$ cat src/design/mdc22_pkg.sv
// ----------------------------------------------------------------------------
// mdc22_pkg: shared types and constants for the clause-22 MDIO master
// Frame lengths, field widths and the structs that pass between the
// front end, the command queue and the frame engine.
// ----------------------------------------------------------------------------
package mdc22_pkg;

    localparam int PREAMBLE_BITS = 32;
    localparam int FIELD_BITS    = 5;
    localparam int IDLE_CLOCKS   = 32;
    localparam int DATA_BITS     = 16;

    localparam int ADDR_W   = 2 * FIELD_BITS;
    localparam int THRESH_W = ADDR_W + 1;
    localparam int BC_W     = 6;
    localparam int BC_INC_W = BC_W + 1;

    localparam logic [THRESH_W-1:0] THRESH_RESET = THRESH_W'(768);
    localparam logic [DATA_BITS-1:0] NO_PHY_DATA = '1;

    localparam int QDEPTH = 2;
    localparam int QPTR_W = $clog2(QDEPTH);
    localparam int QCNT_W = $clog2(QDEPTH + 1);

    // One classified item as it sits in the queue
    typedef struct packed {
        logic                  is_start;
        logic                  is_write;
        logic [FIELD_BITS-1:0] phy;
        logic [FIELD_BITS-1:0] regad;
        logic [DATA_BITS-1:0]  wdata;
        logic                  twice;
        logic                  mdio_in;
    } mdc22_cmd_t;

    // One result item
    typedef struct packed {
        logic                 mdc_level;
        logic                 mdio_out;
        logic                 mdio_drive;
        logic                 busy;
        logic                 done;
        logic [DATA_BITS-1:0] read_data;
        logic                 no_phy;
    } mdc22_res_t;

endpackage

$ cat src/design/mdc22_front.sv
// ----------------------------------------------------------------------------
// mdc22_front: request intake and classification
// Holds the double-read threshold and turns each incoming item into a
// queue command: start or tick, split address, double-read decision.
// ----------------------------------------------------------------------------
module mdc22_front (
    input  logic                            aclk,
    input  logic                            aresetn,
    input  logic                            cfg_wr_en,
    input  logic [mdc22_pkg::THRESH_W-1:0]  cfg_wr_data,
    input  logic                            s_req_type,
    input  logic                            s_is_write,
    input  logic [mdc22_pkg::ADDR_W-1:0]    s_device_addr,
    input  logic [mdc22_pkg::DATA_BITS-1:0] s_write_data,
    input  logic                            s_mdio_in,
    output mdc22_pkg::mdc22_cmd_t           cmd
);
    import mdc22_pkg::*;

    logic [THRESH_W-1:0] thresh_reg;

    always_ff @(posedge aclk) begin
        if (!aresetn) begin
            thresh_reg <= THRESH_RESET;
        end else if (cfg_wr_en) begin
            thresh_reg <= cfg_wr_data;
        end
    end

    always_comb begin
        cmd.is_start = ~s_req_type;
        cmd.is_write = s_is_write;
        cmd.phy      = s_device_addr[ADDR_W-1:FIELD_BITS];
        cmd.regad    = s_device_addr[FIELD_BITS-1:0];
        cmd.wdata    = s_write_data;
        // reads at or above the threshold run a second pass
        cmd.twice    = ~s_is_write && ({1'b0, s_device_addr} >= thresh_reg);
        cmd.mdio_in  = s_mdio_in;
    end

endmodule

$ cat src/design/mdc22_queue.sv
// ----------------------------------------------------------------------------
// mdc22_queue: small command queue
// Register FIFO between the front end and the frame engine.
// ----------------------------------------------------------------------------
module mdc22_queue (
    input  logic                  aclk,
    input  logic                  aresetn,
    input  logic                  push_valid,
    output logic                  push_ready,
    input  mdc22_pkg::mdc22_cmd_t push_cmd,
    output logic                  pop_valid,
    input  logic                  pop_ready,
    output mdc22_pkg::mdc22_cmd_t pop_cmd
);
    import mdc22_pkg::*;

    mdc22_cmd_t         entry_reg [QDEPTH];
    logic [QPTR_W-1:0]  wr_ptr_reg;
    logic [QPTR_W-1:0]  rd_ptr_reg;
    logic [QCNT_W-1:0]  count_reg;
    logic               push;
    logic               pop;

    assign push_ready = (count_reg != QCNT_W'(QDEPTH));
    assign pop_valid  = (count_reg != '0);
    assign push       = push_valid && push_ready;
    assign pop        = pop_valid && pop_ready;
    assign pop_cmd    = entry_reg[rd_ptr_reg];

    always_ff @(posedge aclk) begin
        if (push) begin
            entry_reg[wr_ptr_reg] <= push_cmd;
        end
    end

    always_ff @(posedge aclk) begin
        if (!aresetn) begin
            wr_ptr_reg <= '0;
            rd_ptr_reg <= '0;
            count_reg  <= '0;
        end else begin
            if (push) begin
                wr_ptr_reg <= (wr_ptr_reg == QPTR_W'(QDEPTH - 1)) ? '0 : wr_ptr_reg + 1'b1;
            end
            if (pop) begin
                rd_ptr_reg <= (rd_ptr_reg == QPTR_W'(QDEPTH - 1)) ? '0 : rd_ptr_reg + 1'b1;
            end
            if (push && !pop) begin
                count_reg <= count_reg + 1'b1;
            end else if (pop && !push) begin
                count_reg <= count_reg - 1'b1;
            end
        end
    end

endmodule

$ cat src/design/mdc22_engine.sv
// ----------------------------------------------------------------------------
// mdc22_engine: clause-22 frame sequencer
// Executes one queued command per cycle unless the result is stalled:
// starts an access or advances the frame by one half period, and
// registers the resulting pin and status item.
module mdc22_engine (
    input  logic                  aclk,
    input  logic                  aresetn,
    input  logic                  cmd_valid,
    output logic                  cmd_ready,
    input  mdc22_pkg::mdc22_cmd_t cmd,
    output logic                  res_valid,
    input  logic                  res_ready,
    output mdc22_pkg::mdc22_res_t res
);
    import mdc22_pkg::*;

    localparam logic [3:0] PH_IDLE  = 4'd0;
    localparam logic [3:0] PH_PRE   = 4'd1;
    localparam logic [3:0] PH_ST    = 4'd2;
    localparam logic [3:0] PH_OP    = 4'd3;
    localparam logic [3:0] PH_PA    = 4'd4;
    localparam logic [3:0] PH_RA    = 4'd5;
    localparam logic [3:0] PH_RTA   = 4'd6;
    localparam logic [3:0] PH_RCHK  = 4'd7;
    localparam logic [3:0] PH_RDATA = 4'd8;
    localparam logic [3:0] PH_RIDLE = 4'd9;
    localparam logic [3:0] PH_RTAIL = 4'd10;
    localparam logic [3:0] PH_WTA   = 4'd11;
    localparam logic [3:0] PH_WDATA = 4'd12;
    localparam logic [3:0] PH_WTAIL = 4'd13;

    localparam int FI_W = $clog2(FIELD_BITS);

    logic [3:0]            phase_reg,   phase_next;
    logic [BC_W-1:0]       bc_reg,      bc_next;
    logic                  half_reg,    half_next;
    logic [DATA_BITS-1:0]  shift_reg,   shift_next;
    logic                  wr_reg,      wr_next;
    logic [FIELD_BITS-1:0] phy_reg,     phy_next;
    logic [FIELD_BITS-1:0] ra_reg,      ra_next;
    logic                  pend_reg,    pend_next;
    logic                  pnophy_reg,  pnophy_next;
    logic                  mdc_reg,     mdc_next;
    logic                  dout_reg,    dout_next;
    logic                  drive_reg,   drive_next;
    logic [DATA_BITS-1:0]  rdata_reg,   rdata_next;
    logic                  rnophy_reg,  rnophy_next;
    logic                  res_valid_reg;
    mdc22_res_t            res_reg;

    logic                  fire;
    logic                  done;
    logic                  end_pass;
    logic                  send;
    logic [BC_INC_W-1:0]   bc_inc;

    function automatic logic [BC_INC_W-1:0] phase_len(input logic [3:0] ph);
        logic [BC_INC_W-1:0] len;
        len = BC_INC_W'(2);
        if (ph == PH_PRE) begin
            len = BC_INC_W'(PREAMBLE_BITS);
        end else if (ph == PH_PA || ph == PH_RA) begin
            len = BC_INC_W'(FIELD_BITS);
        end else if (ph == PH_WDATA) begin
            len = BC_INC_W'(DATA_BITS);
        end
        return len;
    endfunction

    function automatic logic field_bit(input logic [FIELD_BITS-1:0] v,
                                       input logic [BC_W-1:0] i);
        logic [FI_W-1:0] sh;
        sh = FI_W'(FIELD_BITS - 1) - i[FI_W-1:0];
        return v[sh];
    endfunction

    assign fire      = cmd_valid && (!res_valid_reg || res_ready);
    assign cmd_ready = !res_valid_reg || res_ready;
    assign res_valid = res_valid_reg;
    assign res       = res_reg;
    assign bc_inc    = {1'b0, bc_reg} + 1'b1;

    always_comb begin
        send = shift_reg[DATA_BITS-1];
        unique case (phase_reg)
            PH_PRE:  send = 1'b1;
            PH_ST:   send = (bc_reg == BC_W'(1));
            PH_OP:   send = wr_reg ? (bc_reg == BC_W'(1)) : (bc_reg == '0);
            PH_PA:   send = field_bit(phy_reg, bc_reg);
            PH_RA:   send = field_bit(ra_reg, bc_reg);
            PH_WTA:  send = (bc_reg == '0);
            default: send = shift_reg[DATA_BITS-1];
        endcase
    end

    always_comb begin
        phase_next  = phase_reg;
        bc_next     = bc_reg;
        half_next   = half_reg;
        shift_next  = shift_reg;
        wr_next     = wr_reg;
        phy_next    = phy_reg;
        ra_next     = ra_reg;
        pend_next   = pend_reg;
        pnophy_next = pnophy_reg;
        mdc_next    = mdc_reg;
        dout_next   = dout_reg;
        drive_next  = drive_reg;
        rdata_next  = rdata_reg;
        rnophy_next = rnophy_reg;
        done        = 1'b0;
        end_pass    = 1'b0;

        if (cmd.is_start) begin
            // ignore a start while busy
            if (phase_reg == PH_IDLE) begin
                wr_next     = cmd.is_write;
                phy_next    = cmd.phy;
                ra_next     = cmd.regad;
                pend_next   = cmd.twice;
                phase_next  = PH_PRE;
                bc_next     = '0;
                half_next   = 1'b0;
                pnophy_next = 1'b0;
                shift_next  = cmd.is_write ? cmd.wdata : '0;
            end
        end else begin
            unique case (phase_reg)
                PH_PRE, PH_ST, PH_OP, PH_PA, PH_RA, PH_WTA, PH_WDATA: begin
                    if (!half_reg) begin
                        drive_next = 1'b1;
                        dout_next  = send;
                        mdc_next   = 1'b0;
                        half_next  = 1'b1;
                    end else begin
                        mdc_next  = 1'b1;
                        half_next = 1'b0;
                        if (phase_reg == PH_WDATA) begin
                            shift_next = {shift_reg[DATA_BITS-2:0], 1'b0};
                        end
                        if (bc_inc >= phase_len(phase_reg)) begin
                            bc_next = '0;
                            unique case (phase_reg)
                                PH_RA:    phase_next = wr_reg ? PH_WTA : PH_RTA;
                                PH_WDATA: phase_next = PH_WTAIL;
                                PH_WTA:   phase_next = PH_WDATA;
                                default:  phase_next = phase_reg + 1'b1;
                            endcase
                        end else begin
                            bc_next = bc_inc[BC_W-1:0];
                        end
                    end
                end
                PH_RTA: begin
                    drive_next = 1'b0;
                    dout_next  = 1'b0;
                    mdc_next   = bc_reg[0];
                    if (bc_inc >= BC_INC_W'(4)) begin
                        bc_next    = '0;
                        phase_next = PH_RCHK;
                    end else begin
                        bc_next = bc_inc[BC_W-1:0];
                    end
                end
                PH_RCHK: begin
                    mdc_next = 1'b0;
                    if (cmd.mdio_in) begin
                        // no PHY pulled the turnaround low
                        pnophy_next = 1'b1;
                        shift_next  = NO_PHY_DATA;
                        bc_next     = BC_W'(1);
                        phase_next  = PH_RIDLE;
                    end else begin
                        bc_next    = '0;
                        half_next  = 1'b0;
                        phase_next = PH_RDATA;
                    end
                end
                PH_RIDLE: begin
                    mdc_next = bc_reg[0];
                    bc_next  = bc_inc[BC_W-1:0];
                    end_pass = (bc_inc >= BC_INC_W'(2 * IDLE_CLOCKS));
                end
                PH_RDATA: begin
                    if (!half_reg) begin
                        mdc_next  = 1'b1;
                        half_next = 1'b1;
                    end else begin
                        shift_next = {shift_reg[DATA_BITS-2:0], cmd.mdio_in};
                        mdc_next   = 1'b0;
                        half_next  = 1'b0;
                        if (bc_inc >= BC_INC_W'(DATA_BITS)) begin
                            bc_next    = '0;
                            phase_next = PH_RTAIL;
                        end else begin
                            bc_next = bc_inc[BC_W-1:0];
                        end
                    end
                end
                PH_RTAIL: begin
                    mdc_next = (bc_reg != BC_W'(1));
                    bc_next  = bc_inc[BC_W-1:0];
                    end_pass = (bc_inc >= BC_INC_W'(3));
                end
                PH_WTAIL: begin
                    drive_next = 1'b0;
                    dout_next  = 1'b0;
                    if (bc_reg == '0) begin
                        mdc_next = 1'b0;
                        bc_next  = BC_W'(1);
                    end else begin
                        mdc_next   = 1'b1;
                        phase_next = PH_IDLE;
                        bc_next    = '0;
                        half_next  = 1'b0;
                        done       = 1'b1;
                    end
                end
                default: begin
                end
            endcase

            if (end_pass) begin
                if (pend_reg) begin
                    // rerun the read, drop the first result
                    pend_next   = 1'b0;
                    phase_next  = PH_PRE;
                    bc_next     = '0;
                    half_next   = 1'b0;
                    pnophy_next = 1'b0;
                    shift_next  = '0;
                end else begin
                    rdata_next  = shift_next;
                    rnophy_next = pnophy_next;
                    phase_next  = PH_IDLE;
                    bc_next     = '0;
                    half_next   = 1'b0;
                    done        = 1'b1;
                end
            end
        end
    end

    always_ff @(posedge aclk) begin
        if (!aresetn) begin
            phase_reg     <= PH_IDLE;
            bc_reg        <= '0;
            half_reg      <= 1'b0;
            shift_reg     <= '0;
            wr_reg        <= 1'b0;
            phy_reg       <= '0;
            ra_reg        <= '0;
            pend_reg      <= 1'b0;
            pnophy_reg    <= 1'b0;
            mdc_reg       <= 1'b1;
            dout_reg      <= 1'b0;
            drive_reg     <= 1'b0;
            rdata_reg     <= '0;
            rnophy_reg    <= 1'b0;
            res_valid_reg <= 1'b0;
        end else begin
            if (fire) begin
                phase_reg  <= phase_next;
                bc_reg     <= bc_next;
                half_reg   <= half_next;
                shift_reg  <= shift_next;
                wr_reg     <= wr_next;
                phy_reg    <= phy_next;
                ra_reg     <= ra_next;
                pend_reg   <= pend_next;
                pnophy_reg <= pnophy_next;
                mdc_reg    <= mdc_next;
                dout_reg   <= dout_next;
                drive_reg  <= drive_next;
                rdata_reg  <= rdata_next;
                rnophy_reg <= rnophy_next;
            end
            if (fire) begin
                res_valid_reg <= 1'b1;
            end else if (res_ready) begin
                res_valid_reg <= 1'b0;
            end
        end
    end

    always_ff @(posedge aclk) begin
        if (fire) begin
            res_reg.mdc_level  <= mdc_next;
            res_reg.mdio_out   <= drive_next & dout_next;
            res_reg.mdio_drive <= drive_next;
            res_reg.busy       <= (phase_next != PH_IDLE);
            res_reg.done       <= done;
            res_reg.read_data  <= rdata_next;
            res_reg.no_phy     <= rnophy_next;
        end
    end

endmodule

$ cat src/design/mdio_clause22_master_top.sv
// ----------------------------------------------------------------------------
// mdio_clause22_master_top: clause-22 MDIO management master
// Requests and half-period ticks enter on the s_ channel; every item
// yields one pin and status item on the m_ channel.
// ----------------------------------------------------------------------------
//
//  channel  | handshake          | payload
//  ---------+--------------------+-------------------------------------------
//  s_       | s_valid / s_ready  | req_type, is_write, device_addr,
//           |                    | write_data, mdio_in
//  m_       | m_valid / m_ready  | mdc_level, mdio_out, mdio_drive, busy_res,
//           |                    | done_res, read_data, no_phy
//  cfg      | cfg_wr_en          | cfg_wr_data (double-read threshold)
//
//  One item per cycle sustained while m_ does not stall; an item's result
//  passes through the two-entry queue and then the frame engine's
//  output register. The engine's registered state update sets the rate.
//  Reset is synchronous and active low.
//  A stall on m_ fills the queue, after which s_ready drops.
//
module mdio_clause22_master_top (
    input  logic                            aclk,
    input  logic                            aresetn,
    input  logic                            cfg_wr_en,
    input  logic [mdc22_pkg::THRESH_W-1:0]  cfg_wr_data,
    input  logic                            s_valid,
    output logic                            s_ready,
    input  logic                            s_req_type,
    input  logic                            s_is_write,
    input  logic [mdc22_pkg::ADDR_W-1:0]    s_device_addr,
    input  logic [mdc22_pkg::DATA_BITS-1:0] s_write_data,
    input  logic                            s_mdio_in,
    output logic                            m_valid,
    input  logic                            m_ready,
    output logic                            m_mdc_level,
    output logic                            m_mdio_out,
    output logic                            m_mdio_drive,
    output logic                            m_busy_res,
    output logic                            m_done_res,
    output logic [mdc22_pkg::DATA_BITS-1:0] m_read_data,
    output logic                            m_no_phy
);
    import mdc22_pkg::*;

    mdc22_cmd_t front_cmd;
    mdc22_cmd_t q_cmd;
    logic       q_valid;
    logic       q_ready;
    mdc22_res_t res;

    mdc22_front u_front (
        .aclk          (aclk),
        .aresetn       (aresetn),
        .cfg_wr_en     (cfg_wr_en),
        .cfg_wr_data   (cfg_wr_data),
        .s_req_type    (s_req_type),
        .s_is_write    (s_is_write),
        .s_device_addr (s_device_addr),
        .s_write_data  (s_write_data),
        .s_mdio_in     (s_mdio_in),
        .cmd           (front_cmd)
    );

    mdc22_queue u_queue (
        .aclk       (aclk),
        .aresetn    (aresetn),
        .push_valid (s_valid),
        .push_ready (s_ready),
        .push_cmd   (front_cmd),
        .pop_valid  (q_valid),
        .pop_ready  (q_ready),
        .pop_cmd    (q_cmd)
    );

    mdc22_engine u_engine (
        .aclk      (aclk),
        .aresetn   (aresetn),
        .cmd_valid (q_valid),
        .cmd_ready (q_ready),
        .cmd       (q_cmd),
        .res_valid (m_valid),
        .res_ready (m_ready),
        .res       (res)
    );

    assign m_mdc_level  = res.mdc_level;
    assign m_mdio_out   = res.mdio_out;
    assign m_mdio_drive = res.mdio_drive;
    assign m_busy_res   = res.busy;
    assign m_done_res   = res.done;
    assign m_read_data  = res.read_data;
    assign m_no_phy     = res.no_phy;

endmodule
$ cat config.mk
export PLATFORM = sky130hd
export DESIGN_NAME = mdio_clause22_master_top
export DESIGN_NICKNAME = d
export VERILOG_FILES = /design/src/design/mdc22_pkg.sv /design/src/design/mdc22_front.sv /design/src/design/mdc22_queue.sv /design/src/design/mdc22_engine.sv /design/src/design/mdio_clause22_master_top.sv
export SDC_FILE = /design/constraint.sdc
export NUM_CORES = 1
export LEC_CHECK = 0
export BUFFER_PORTS_ARGS = -buffer_cell sky130_fd_sc_hd__buf_4
export CAP_MARGIN = 20
export CORE_UTILIZATION = 50
export DETAILED_ROUTE_END_ITERATION = 7
export GPL_ROUTABILITY_DRIVEN = 0
export PLACE_DENSITY = 0.77
export SLEW_MARGIN = 20
export SYNTH_ARGS = -nofsm -noshare
export SYNTH_HDL_FRONTEND = slang
export SYNTH_SLANG_ARGS = --single-unit
export TNS_END_PERCENT = 30
$ cat constraint.sdc
create_clock -name aclk -period 4.2 [get_ports aclk]
set_clock_uncertainty 0.15 [all_clocks]
set_input_delay 0.21 -clock aclk [delete_from_list [all_inputs] [get_ports aclk]]
set_output_delay 0.21 -clock aclk [all_outputs]
set_load 0.05 [all_outputs]
==> results of run 1 <==
-- final timing paths --
path	startpoint	to
setup / recovery	u_engine.bc_reg[0]	u_engine.res[18]
hold / removal	s_valid	u_queue.wr_ptr_reg
setup reg to reg	u_engine.bc_reg[0]	u_engine.res[18]
hold reg to reg	u_engine.rdata_reg[13]	u_engine.rdata_reg[13]
-- power groups by stage --
stage / sequential (mW) / clock [mW] / combinational (mW)
after floorplan: 2.49 / 0 / 1.48
after global placement: 2.22 / 0 / 2.34
after detailed placement: 2.23 / 0 / 2.35
after CTS: 2.20 / 1.67 / 2.40
after global routing: 2.25 / 1.73 / 2.63
final: 2.21 / 1.65 / 2.44
-- synthesized netlist by cell type (4+ instances only) --
cell type / n / area share, %
mux2i_1: 43 / 5.5
and3_1: 7 / 0.56
buf_6: 4 / 0.58
nor2_1: 60 / 2.9
a21oi_1: 74 / 4.8
nor2b_1: 6 / 0.48
dfxtp_1: 77 / 20
ha_1: 24 / 3.9
xor2_1: 6 / 0.68
o21ai_0: 43 / 2.8
nand2b_1: 5 / 0.40
o211ai_1: 5 / 0.48
and2_1: 5 / 0.40
a211oi_1: 19 / 1.8
nor3_1: 5 / 0.32
o31ai_1: 5 / 0.48
nand4_1: 6 / 0.48
edfxtp_1: 82 / 32
buf_1: 6 / 0.29
o22a_1: 16 / 1.8
o21ai_2: 12 / 1.4
a21o_1: 6 / 0.58
o21a_1: 7 / 0.68
nand3_1: 11 / 0.71
inv_1: 26 / 1.3
o21ai_1: 8 / 0.52
buf_2: 13 / 0.84
a221oi_1: 16 / 1.8
nand2_1: 93 / 4.5
a31oi_1: 5 / 0.40
clkbuf_1: 33 / 1.6
-- worst reg2reg max path, delay by kind of cell (launching register included) --
| family | cells | cell delay [ns] |
|---|---|---|
| adder cells (fa/ha/maj) | 2 | 0.80 |
| AND/OR/NAND/NOR | 2 | 0.15 |
| flip-flops | 1 | 0.64 |
| AO/OA/AOI/OAI | 5 | 1.36 |
| buffers and inverters | 1 | 0.20 |
-- layout make-up --
type | count | share of cell area [%]
inverters | 27 | 1.07
repair buffers | 126 | 11.2
flip-flops and latches | 159 | 42.4
multi-input cells | 534 | 36.2
clock buffers | 20 | 4.73
clock inverters | 12 | 1.93
well taps | 188 | 2.49
-- cell families (layout without fill, tap and decap cells) --
kind of cell,count (synthesis),after routing,synth area share [%]
AO/OA/AOI/OAI,241,241,20.2
adder cells (fa/ha/maj),24,24,3.86
multiplexers,49,49,6.74
AND/OR/NAND/NOR,211,211,12.0
XOR/XNOR,9,9,1.01
flip-flops,159,159,51.5
buffers and inverters,83,185,4.60
-- stage by stage --
stage	utilization, %	setup slack, ns
2_1_floorplan	-	0.788
3_3_place_gp	55.0	0.822
3_5_place_dp	55.0	0.735
4_1_cts	62.2	0.721
5_1_grt	62.2	0.376
6_report	62.2	0.659
-- what timing repair did --
action,4_1_cts,5_1_grt
hold endpoints to repair,71,0
resized for setup,0,0
hold buffers,46,0
-- layer usage --
metal / vias to the layer above / wire length, um / GRT usage [%]
met3: 41 / 1290 / 5.40
met5: - / 0 / 0
met2: 263 / 8430 / 36.4
met1: 2939 / 7960 / 31.7
met4: 0 / 435 / 10.9
li1: 3038 / - / -
==> metrics.md, run 1 <==
| Metric | Value |
|---|---|
| Leakage | `~3.5 nW` |
| Starting DRT DRC Count | `617` |
| CP max stage delay | `between 0.6 and 0.7 ns` |
| Initial core utilization | `roughly 50%` |
| Critical path type | `flop to flop` |
| Largest net degree at the start of global routing | `between 50 and 60` |
| Slew Limit Fails | `0` |
| Syn. warnings | `0` |
| Final Power | `6.30 mW` |
| Top delay family on crit path | `compound AO/OA/AOI/OAI gates` |
| Drt pass-1 iters | `5` |
| Critical-path maximum fanout | `13` |
| Synth Register Bits | `~160` |
| Die Ht | `approximately 130 um` |
| Tcrit/Tclk final | `about 84%` |
| Synthesized Nets | `845` |
| Outcome | `completed` |
| Nets | `934` |
| Sequential area share after synthesis | `around half` |
| Sw Pwr | `2.42 mW` |
| Pint | `approximately 3.9 mW` |
| Setup violators final | `0` |
| Switching share of power | `just under 40%` |
| CTS tree | `built` |
| CTS buffer count | `17` |
| Crit path cell chain | `inv_1 > ha_1 > ha_1 > a21o_1 > a211oi_1 > o21a_1 > nor2_1 > a311oi_1 > o32a_1 > nand4_1` |
| Min Clock Period, post-route | `3.54 ns` |
| Post-Syn Area | `7770 um^2` |
| FMAX | `around 280 MHz` |
| Hold Crit Depth | `4` |
| CORE AREA | `approximately 15000 um^2` |
| Row cnt | `45` |
| Global route overflow | `0` |
| Layout area overhead | `21.6%` |
| Initial antenna violation count | `0` |
| GRT Overall Usage | `between 20% and 30%` |
| Clk Latency, worst-skew pair | `approximately 0.43 ns` |
| Max FFs per register | `60` |
| Vias in the first global route | `5808` |
| Die area | `approximately 16000 um^2` |
| Max-cap violations | `0` |
| Most frequent CP cell | `ha_1` |
| Synth async-reset ratio | `0%` |
| Highest-count cells in the layout ignoring fill and taps | `nand2_1 (93), edfxtp_1 (82), buf_4 (80)` |
| Clock buffer depth | `2` |
| TritonCTS Sinks | `~160` |
| Setup total negative slack | `0 ns` |
| R2R setup slack | `about 0.66 ns` |
| H-tree levels | `4` |
| CP Launch Type | `flop` |
| Post-CTS Setup Bufs | `0` |
| PortBufs | `between 60 and 70` |
| Post-synthesis cell type count | `60` |
| CP arrival | `3.56 ns` |
| Fill count | `~1200` |
| Fin area | `between 9000 and 10000 um^2` |
| Ant. Diodes | `0` |
| Pwr dens | `roughly 670 nW/um^2` |
| Reg area | `about 4000 um^2` |
| CP bufs+invs | `1` |
| Hpwl dp | `11200 um` |
| IO Count | `69` |
| DRC viols | `0` |
| Placed cell count | `approximately 990` |
| Relative slew slack | `35.2%` |
| Min-Delay Path Class | `input port to flop` |
| Seq pwr share | `35.0%` |
| Clock slew at reported path FFs | `roughly 0.060 ns` |
| Drt total wl | `18100 um` |
| CP required | `between 4 and 5 ns` |
| CTS Root Cell | `clkbuf_16` |
| Peak supply drop | `about 0.37 mV` |
| WHS | `about 0.032 ns` |
| Placed inst area | `~8400 um^2` |
| Crit path capture type | `flop` |
| Critical-path top delay cell | `dfxtp_1` |
| Die width | `around 130 um` |
| Area occupied by multi-input gates | `3420 um^2` |
| Number of synthesized flops with an enable pin | `between 80 and 90` |
| Overall via count from detail_route | `between 6000 and 7000` |
| Layout Cells excl Fill | `~1100` |
| Reg2reg path depth | `10` |
| Share of layout cells above drive strength 1 | `~16%` |
| Ys flop type | `edfxtp_1` |
| Fin. Hold Viols | `0` |
| Unrepaired setup endpoints after global routing | `false` |
| Power share of the combinational group | `~39%` |
| WL/cell | `roughly 17 um` |
| Power share of the clock group | `between 20% and 30%` |
| Most common cell after layout, fill and taps aside | `nand2_1` |
| First-pass GRT wire length | `just under 30000 um` |
| WP depth | `10` |
| Mapped Cells | `between 700 and 800` |
| Syn avg cell area | `between 10 and 15 um^2` |
| Vias per cell | `between 5 and 6` |
| Antenna viol nets, final | `0` |
| Slew @ Worst Pin | `roughly 0.97 ns` |
No activity file was read; power rests on OpenSTA's default activity.
==> run 2, diff against run 1 <==
Clock period 4.2 ns to 3.5 ns, I/O delays scaled along.
==> run 2 against run 1 <==
Sequential power increased by 19%; cell count increased by 1.8%; global-route usage increased by 0.65 points; non-clock buffer count increased by 18; clock power increased by 19%; worst hold slack got worse by 0.0038 ns; final area increased by 1.7%; utilization increased by 1.1 points; first-iteration DRC count decreased by 0.81%; via count increased by 1.8%; maximum frequency increased by 7.6%; largest power group unchanged; sequential share of layout area decreased by 0.72 points.
==> metrics.md, run 2 (synthesized netlist as in run 1, its figures left out) <==
| Metric | Value |
|---|---|
| Global route overflow | `0 (unchanged)` |
| Nets | `952 (+1.9%)` |
| CTS buffer count | `17 (unchanged)` |
| Largest net degree at the start of global routing | `37 (-36%)` |
| WHS | `0.0279 ns (-0.00383 ns)` |
| Most frequent CP cell | `ha_1` |
| Placed inst area | `8450 um^2 (+1.1%)` |
| FMAX | `304 MHz (+7.6%)` |
| WL met2 | `8800 um (+4.4%)` |
| Slew Limit Fails | `0 (unchanged)` |
| Crit path capture type | `flop` |
| Top delay family on crit path | `compound AO/OA/AOI/OAI gates` |
| Setup violators final | `0 (unchanged)` |
| H-tree levels | `4 (unchanged)` |
| Min-delay src | `cfg_wr_en` |
| Antenna viol nets, final | `0 (unchanged)` |
| Starting DRT DRC Count | `612 (-0.81%)` |
| Seq pwr share | `34.5% (-0.5 points)` |
| CP Launch Type | `flop` |
| Slew @ Worst Pin | `0.733 ns (-0.233 ns)` |
| Vias per cell | `5.89 (about the same)` |
| Highest-count cells in the layout ignoring fill and taps | `nand2_1 (93), buf_4 (91), edfxtp_1 (82)` |
| Outcome | `completed` |
| Post-CTS Setup Bufs | `0 (unchanged)` |
| Row cnt | `45 (unchanged)` |
| Pwr dens | `793 nW/um^2 (+19%)` |
| Min-Delay Path Class | `input port to flop` |
| Most common cell after layout, fill and taps aside | `nand2_1` |
| Relative slew slack | `49.7% (+15 points)` |
| Crit path cell chain | `buf_4 > ha_1 > o21ai_0 > inv_1 > ha_1 > nand2b_1 > a21o_1 > a211oi_2 > o21a_1 > nor2_1 > a311oi_1 > o32a_1 > nand4_1` |
| WL/cell | `17.5 um (+2.7%)` |
| Fin. Hold Viols | `0 (unchanged)` |
| Initial core utilization | `51.1% (unchanged)` |
| CP bufs+invs | `2 (+1)` |
| Critical-path top delay cell | `dfxtp_1` |
| DRC viols | `0 (unchanged)` |
| Hpwl dp | `11600 um (+3.9%)` |
| Reg2reg path depth | `13 (+3)` |
| Unrepaired setup endpoints after global routing | `false` |
| Die Ht | `127 um (unchanged)` |
| WL met3 | `1530 um (+18%)` |
| CP required | `3.51 ns (-0.71 ns)` |
| Max-cap violations | `0 (unchanged)` |
| CP arrival | `3.30 ns (-0.26 ns)` |
| Drt total wl | `18900 um (+4.6%)` |
| CP max stage delay | `0.31 ns (-0.33 ns)` |
| M1 WL | `7930 um (-0.31%)` |
| CTS tree | `built` |
| Drt pass-1 iters | `6 (+1)` |
| Peak supply drop | `0.485 mV (+31%)` |
| First-pass GRT wire length | `30000 um (+2.7%)` |
| GRT Overall Usage | `24.2% (+0.65 points)` |
| Setup total negative slack | `0 ns (unchanged)` |
| Clock buffer depth | `2 (unchanged)` |
| Min Clock Period, post-route | `3.29 ns (-0.251 ns)` |
| IO Count | `69 (unchanged)` |
| DR top layer | `met4` |
| Clk Latency, worst-skew pair | `0.43 ns (about the same)` |
| CORE AREA | `15200 um^2 (unchanged)` |
| Critical path type | `flop to flop` |
| TritonCTS Sinks | `159 (unchanged)` |
| PortBufs | `68 (unchanged)` |
| Fin area | `9620 um^2 (+1.7%)` |
| Pint | `4.71 mW (+21%)` |
| Hold Crit Depth | `3 (-1)` |
| Power share of the combinational group | `39.8% (+1.0 points)` |
| Leakage | `3.63 nW (+2.4%)` |
| Tcrit/Tclk final | `94.0% (+9.7 points)` |
| Critical R2R Capture | `u_engine.res[18]` |
| Placed cell count | `999 (+1.1%)` |
| WHS Endpoint | `u_front.thresh_reg[5]` |
| Max FFs per register | `60 (unchanged)` |
| Die width | `127 um (unchanged)` |
| Share of layout cells above drive strength 1 | `17.0% (+1.2 points)` |
| CTS Root Cell | `clkbuf_16` |
| R2R setup slack | `0.21 ns (-0.45 ns)` |
| Layout area overhead | `23.7%` |
| Initial antenna violation count | `1 (+1)` |
| Switching share of power | `38.3% (-0.12 points)` |
| Vias in the first global route | `5994 (+3.2%)` |
| Die area | `16000 um^2 (unchanged)` |
| Overall via count from detail_route | `6391 (+1.8%)` |
| Clock slew at reported path FFs | `0.06 ns (about the same)` |
| Sw Pwr | `2.92 mW (+21%)` |
| Layout Cells excl Fill | `1085 (+1.8%)` |
| RR Startpoint | `u_engine.phase_reg[0]` |
| Critical-path maximum fanout | `7 (-6)` |
| Power share of the clock group | `25.7% (-0.5 points)` |
[run 2: final cells by class]
type                       count  area, um^2
antenna                        1        2.50
clock buffer                  19         443
clock inverter                13         183
fill                        1128        5590
inverter                      27         101
multi-input combinational    534        3430
sequential                   159        4010
tap                          188         235
timing repair buffer         144        1210
[run 2: worst reg2reg max path: cells and delay by family, from the launching register on]
kind	cells	cell delay, ns
and+or+nand+nor	3	0.31
buffers and inverters	2	0.24
AOI/OAI and AO/OA	6	1.53
adders and majority gates	2	0.50
DFF	1	0.31
[run 2: power groups by stage]
stage	clock network (mW)	registers (mW)	logic (mW)
after floorplan	0	2.99	1.78
after global placement	0	2.65	2.85
after detailed placement	0	2.66	2.89
after CTS	1.98	2.63	2.96
after global routing	2.05	2.67	3.27
final	1.96	2.63	3.04
[run 2: stage by stage]
stage          util [%]  worst slack [ns]  power (mW)
2_1_floorplan         -            0.0882        4.77
3_3_place_gp       55.6             0.365        5.50
3_5_place_dp       55.6             0.189        5.56
4_1_cts            63.2             0.182        7.57
5_1_grt            63.3            0.0450        7.99
6_report           63.3             0.209        7.63
[run 2: how the worst max path moves through the flow]
stage | from | to | slack [ns] | cells after the start
global placement | u_engine.phase_reg[0] | u_engine.res[18] | 0.37 | 13
global route | u_engine.phase_reg[0] | u_engine.res[18] | 0.04 | 13
CTS | u_engine.phase_reg[0] | u_engine.res[18] | 0.18 | 13
finish | u_engine.phase_reg[0] | u_engine.res[18] | 0.21 | 13
detailed placement | u_engine.phase_reg[0] | u_engine.res[18] | 0.19 | 13
floorplan | u_engine.phase_reg[0] | u_engine.res[18] | 0.09 | 15
[run 2: layer usage]
layer  vias to the layer above  global-route usage (%)
met5                         -                       0
met4                         0                    13.0
met3                        64                    4.93
met2                       305                    38.3
met1                      2944                    31.5
li1                       3078                       -
[run 2: repair_timing]
| item | 4_1_cts | 5_1_grt |
|---|---|---|
| endpoints found under the setup margin | 0 | 1 |
| resized for setup | 0 | 1 |
| hold buffers | 53 | 0 |
| hold endpoints to repair | 78 | 0 |
==> run 3, diff against run 2 <==
Settings changed: ABC_AREA set to 1.
==> run 3 against run 2 <==
Via count increased by 14%; worst setup slack improved by 0.25 ns; power increased by 26%; critical path depth increased by 8; maximum frequency increased by 8.3%; synthesized cell count increased by 33%; critical endpoint unchanged; highest routed layer unchanged.
==> metrics.md, run 3 <==
| Metric | Value |
|---|---|
| Max-cap violations | `0 (unchanged)` |
| Power share of the combinational group | `51.4% (+12 points)` |
| Largest net degree at the start of global routing | `54 (+46%)` |
| Die Ht | `131 um (+3.7%)` |
| TritonCTS Sinks | `159 (unchanged)` |
| Relative slew slack | `55.9% (+6.2 points)` |
| Leakage | `4.26 nW (+17%)` |
| Mapped Cells | `1031 (+33%)` |
| Initial core utilization | `52.0% (+0.84 points)` |
| Vias in the first global route | `6769 (+13%)` |
| Highest-count cells in the layout ignoring fill and taps | `nand2_1 (228), nor2_1 (106), a21oi_1 (90)` |
| Outcome | `completed` |
| Unrepaired setup endpoints after global routing | `false` |
| Seq pwr share | `31.2% (-3.3 points)` |
| Sw Pwr | `4.55 mW (+56%)` |
| H-tree levels | `4 (unchanged)` |
| Critical-path maximum fanout | `7 (unchanged)` |
| Drt total wl | `19600 um (+3.3%)` |
| Overall via count from detail_route | `7264 (+14%)` |
| Setup total negative slack | `0 ns (unchanged)` |
| Power share of the clock group | `17.4% (-8.3 points)` |
| CP bufs+invs | `2 (unchanged)` |
| Fill count | `1354 (+20%)` |
| Peak supply drop | `1.36 mV (+180%)` |
| Crit path cell chain | `inv_1 > ha_1 > nand2_2 > nand2_1 > inv_1 > nand3_1 > ha_1 > nand2_1 > nand2_1 > nand2_1 > nand2_1 > nand2_1 > nand2_1 > nand2_1 > nand2_1 > nand3_1 > nand2_1 > nand2_1 > nand2_1 > nor2_1 > nand3_1` |
| First-pass GRT wire length | `32900 um (+9.7%)` |
| Ant. Diodes | `0 (-1)` |
| Synthesized Nets | `1100 (+30%)` |
| Ys flop type | `edfxtp_1` |
| Clock buffer depth | `2 (unchanged)` |
| Clk Latency, worst-skew pair | `0.43 ns (about the same)` |
| Largest cells by area after synthesis | `edfxtp_1 (29%), dfxtp_1 (18%), nand2_1 (10%)` |
| CP max stage delay | `0.43 ns (+0.12 ns)` |
| Post-CTS Setup Bufs | `0 (unchanged)` |
| PortBufs | `68 (unchanged)` |
| Synth area leader | `edfxtp_1` |
| Synth Area in XOR/XNOR | `0.508% (-0.51 points)` |
| WL/cell | `14.4 um (-18%)` |
| Synth async-reset ratio | `0% (unchanged)` |
| DRC viols | `0 (unchanged)` |
| IO Count | `69 (unchanged)` |
| Min-Delay Path Class | `input port to flop` |
| Slew @ Worst Pin | `0.659 ns (-0.0741 ns)` |
| Antenna viol nets, final | `0 (unchanged)` |
| Nets | `1202 (+26%)` |
| Multiplexer share of the synthesized area | `0.120% (-6.6 points)` |
| CORE AREA | `16100 um^2 (+6.0%)` |
| Synth cell count leaders | `nand2_1 (228), nor2_1 (108), a21oi_1 (91), inv_1 (89), edfxtp_1 (82)` |
| Synth top area share | `29.4% (-2.3 points)` |
| Count leader, synth | `nand2_1` |
| Slew Limit Fails | `0 (unchanged)` |
| Starting DRT DRC Count | `634 (+3.6%)` |
| CTS buffer count | `17 (unchanged)` |
| Top delay family on crit path | `simple AND/OR/NAND/NOR gates` |
| Hpwl dp | `12500 um (+7.6%)` |
| Syn avg cell area | `8.12 um^2 (-19%)` |
| Drt pass-1 iters | `6 (unchanged)` |
| Number of synthesized flops with an enable pin | `82 (unchanged)` |
| GRT Overall Usage | `23.5% (-0.76 points)` |
| Pwr dens | `959 nW/um^2 (+21%)` |
| Critical-path top delay cell | `dfxtp_1` |
| Most frequent CP cell | `nand2_1` |
| Final Power | `9.59 mW (+26%)` |
| CP Launch Type | `flop` |
| Max FFs per register | `60 (unchanged)` |
| Fin. Hold Viols | `0 (unchanged)` |
| Clock slew at reported path FFs | `0.06 ns (about the same)` |
| Initial antenna violation count | `0 (-1)` |
| Largest family of logic cells by synthesized area | `simple AND/OR/NAND/NOR gates` |
| RR Startpoint | `u_engine.phase_reg[1]` |
| FMAX | `329 MHz (+8.3%)` |
| Switching share of power | `47.4% (+9.1 points)` |
| Post-synthesis cell type count | `45 (-25%)` |
| Syn. warnings | `0 (unchanged)` |
| Vias per cell | `5.33 (-9.5%)` |
| CTS tree | `built` |
| CP startpoint | `u_engine.phase_reg[1]` |
| Cts repair resizes | `0 (unchanged)` |
| Most common cell after layout, fill and taps aside | `nand2_1` |
| Sequential area share after synthesis | `47.8% (-3.7 points)` |
| Die area | `17300 um^2 (+7.6%)` |
| Post-synthesis simple-gate area fraction | `23.9% (+12 points)` |
| Crit path capture type | `flop` |
| Layout area overhead | `19.4%` |
| Setup violators final | `0 (unchanged)` |
| CTS Root Cell | `clkbuf_16` |
| Critical path type | `flop to flop` |
| CP arrival | `3.06 ns (-0.24 ns)` |
| Synth Register Bits | `159 (unchanged)` |
| Min Clock Period, post-route | `3.04 ns (-0.251 ns)` |
| Die width | `131 um (+3.7%)` |
| Post-synthesis adder-cell area fraction | `3.59% (-0.28 points)` |
| Post-Syn Area | `8380 um^2 (+7.8%)` |
| Row cnt | `46 (+2.2%)` |
| CP required | `3.52 ns (about the same)` |
| Pint | `5.04 mW (+7.1%)` |
| Compound-Gate Fraction of Synth Area | `16.1% (-4.1 points)` |
| Min-delay src | `aresetn` |
| Global route overflow | `0 (unchanged)` |
| Share of layout cells above drive strength 1 | `16.8% (-0.12 points)` |
| Tcrit/Tclk final | `86.9% (-7.2 points)` |
## run 3: cells by family (layout without fill, tap and decap cells)
| group | count (synthesis) | in the layout |
|---|---|---|
| multiplexers | 1 | 1 |
| flip-flops | 159 | 159 |
| adder cells (fa/ha/maj) | 24 | 24 |
| XOR/XNOR | 4 | 4 |
| AO/OA/AOI/OAI | 241 | 241 |
| AND/OR/NAND/NOR | 450 | 450 |
| buffers and inverters | 152 | 267 |
## run 3: metal layers
layer	GRT usage, %	part of all wire, %
met1	32.4	45
met2	36.9	47
met3	4.09	6.4
met4	8.46	1.6
met5	0	0
## run 3: per-stage QoR
stage	utilization [%]	cell area [um^2]	worst slack [ns]	cells	hold slack [ns]
floorplan	-	8380	0.709	1031	0.124
finish	62.1	10000	0.460	1362	0.0796
detailed placement	55.9	9000	0.568	1283	0.213
CTS	62.1	10000	0.539	1362	0.0708
global placement	55.9	9000	0.610	1283	0.210
global route	62.1	10000	0.155	1362	0.116
## run 3: path summary, 6_finish.rpt
path | end | slack, ns | depth (start not counted)
setup / recovery | u_engine.res[18] | 0.46 | 21
hold / removal | u_engine.mdc_reg | 0.08 | 2
setup reg to reg | u_engine.res[18] | 0.46 | 21
hold reg to reg | u_front.thresh_reg[3] | 0.31 | 2
## run 3: cell type report
type	count	area, um^2	share of cell area [%]
sequential	159	4000	40.0
tap	216	270	2.70
timing repair buffer	128	1080	10.8
inverter	107	404	4.04
clock inverter	13	85.1	0.851
clock buffer	19	443	4.43
multi-input combinational	720	3720	37.2
## run 3: power by group through the flow
stage	clock network, mW	registers [mW]	logic (mW)
2_1_floorplan	0	3.37	3.40
3_3_place_gp	0	3.00	4.72
3_5_place_dp	0	3.02	4.77
4_1_cts	1.69	2.99	4.85
5_1_grt	1.77	3.06	5.48
6_report	1.67	3.00	4.93
## run 3: timing repair
item,in CTS,in global routing
hold buffers,47,0
endpoints found under the hold margin,73,0
setup endpoints to repair,0,0
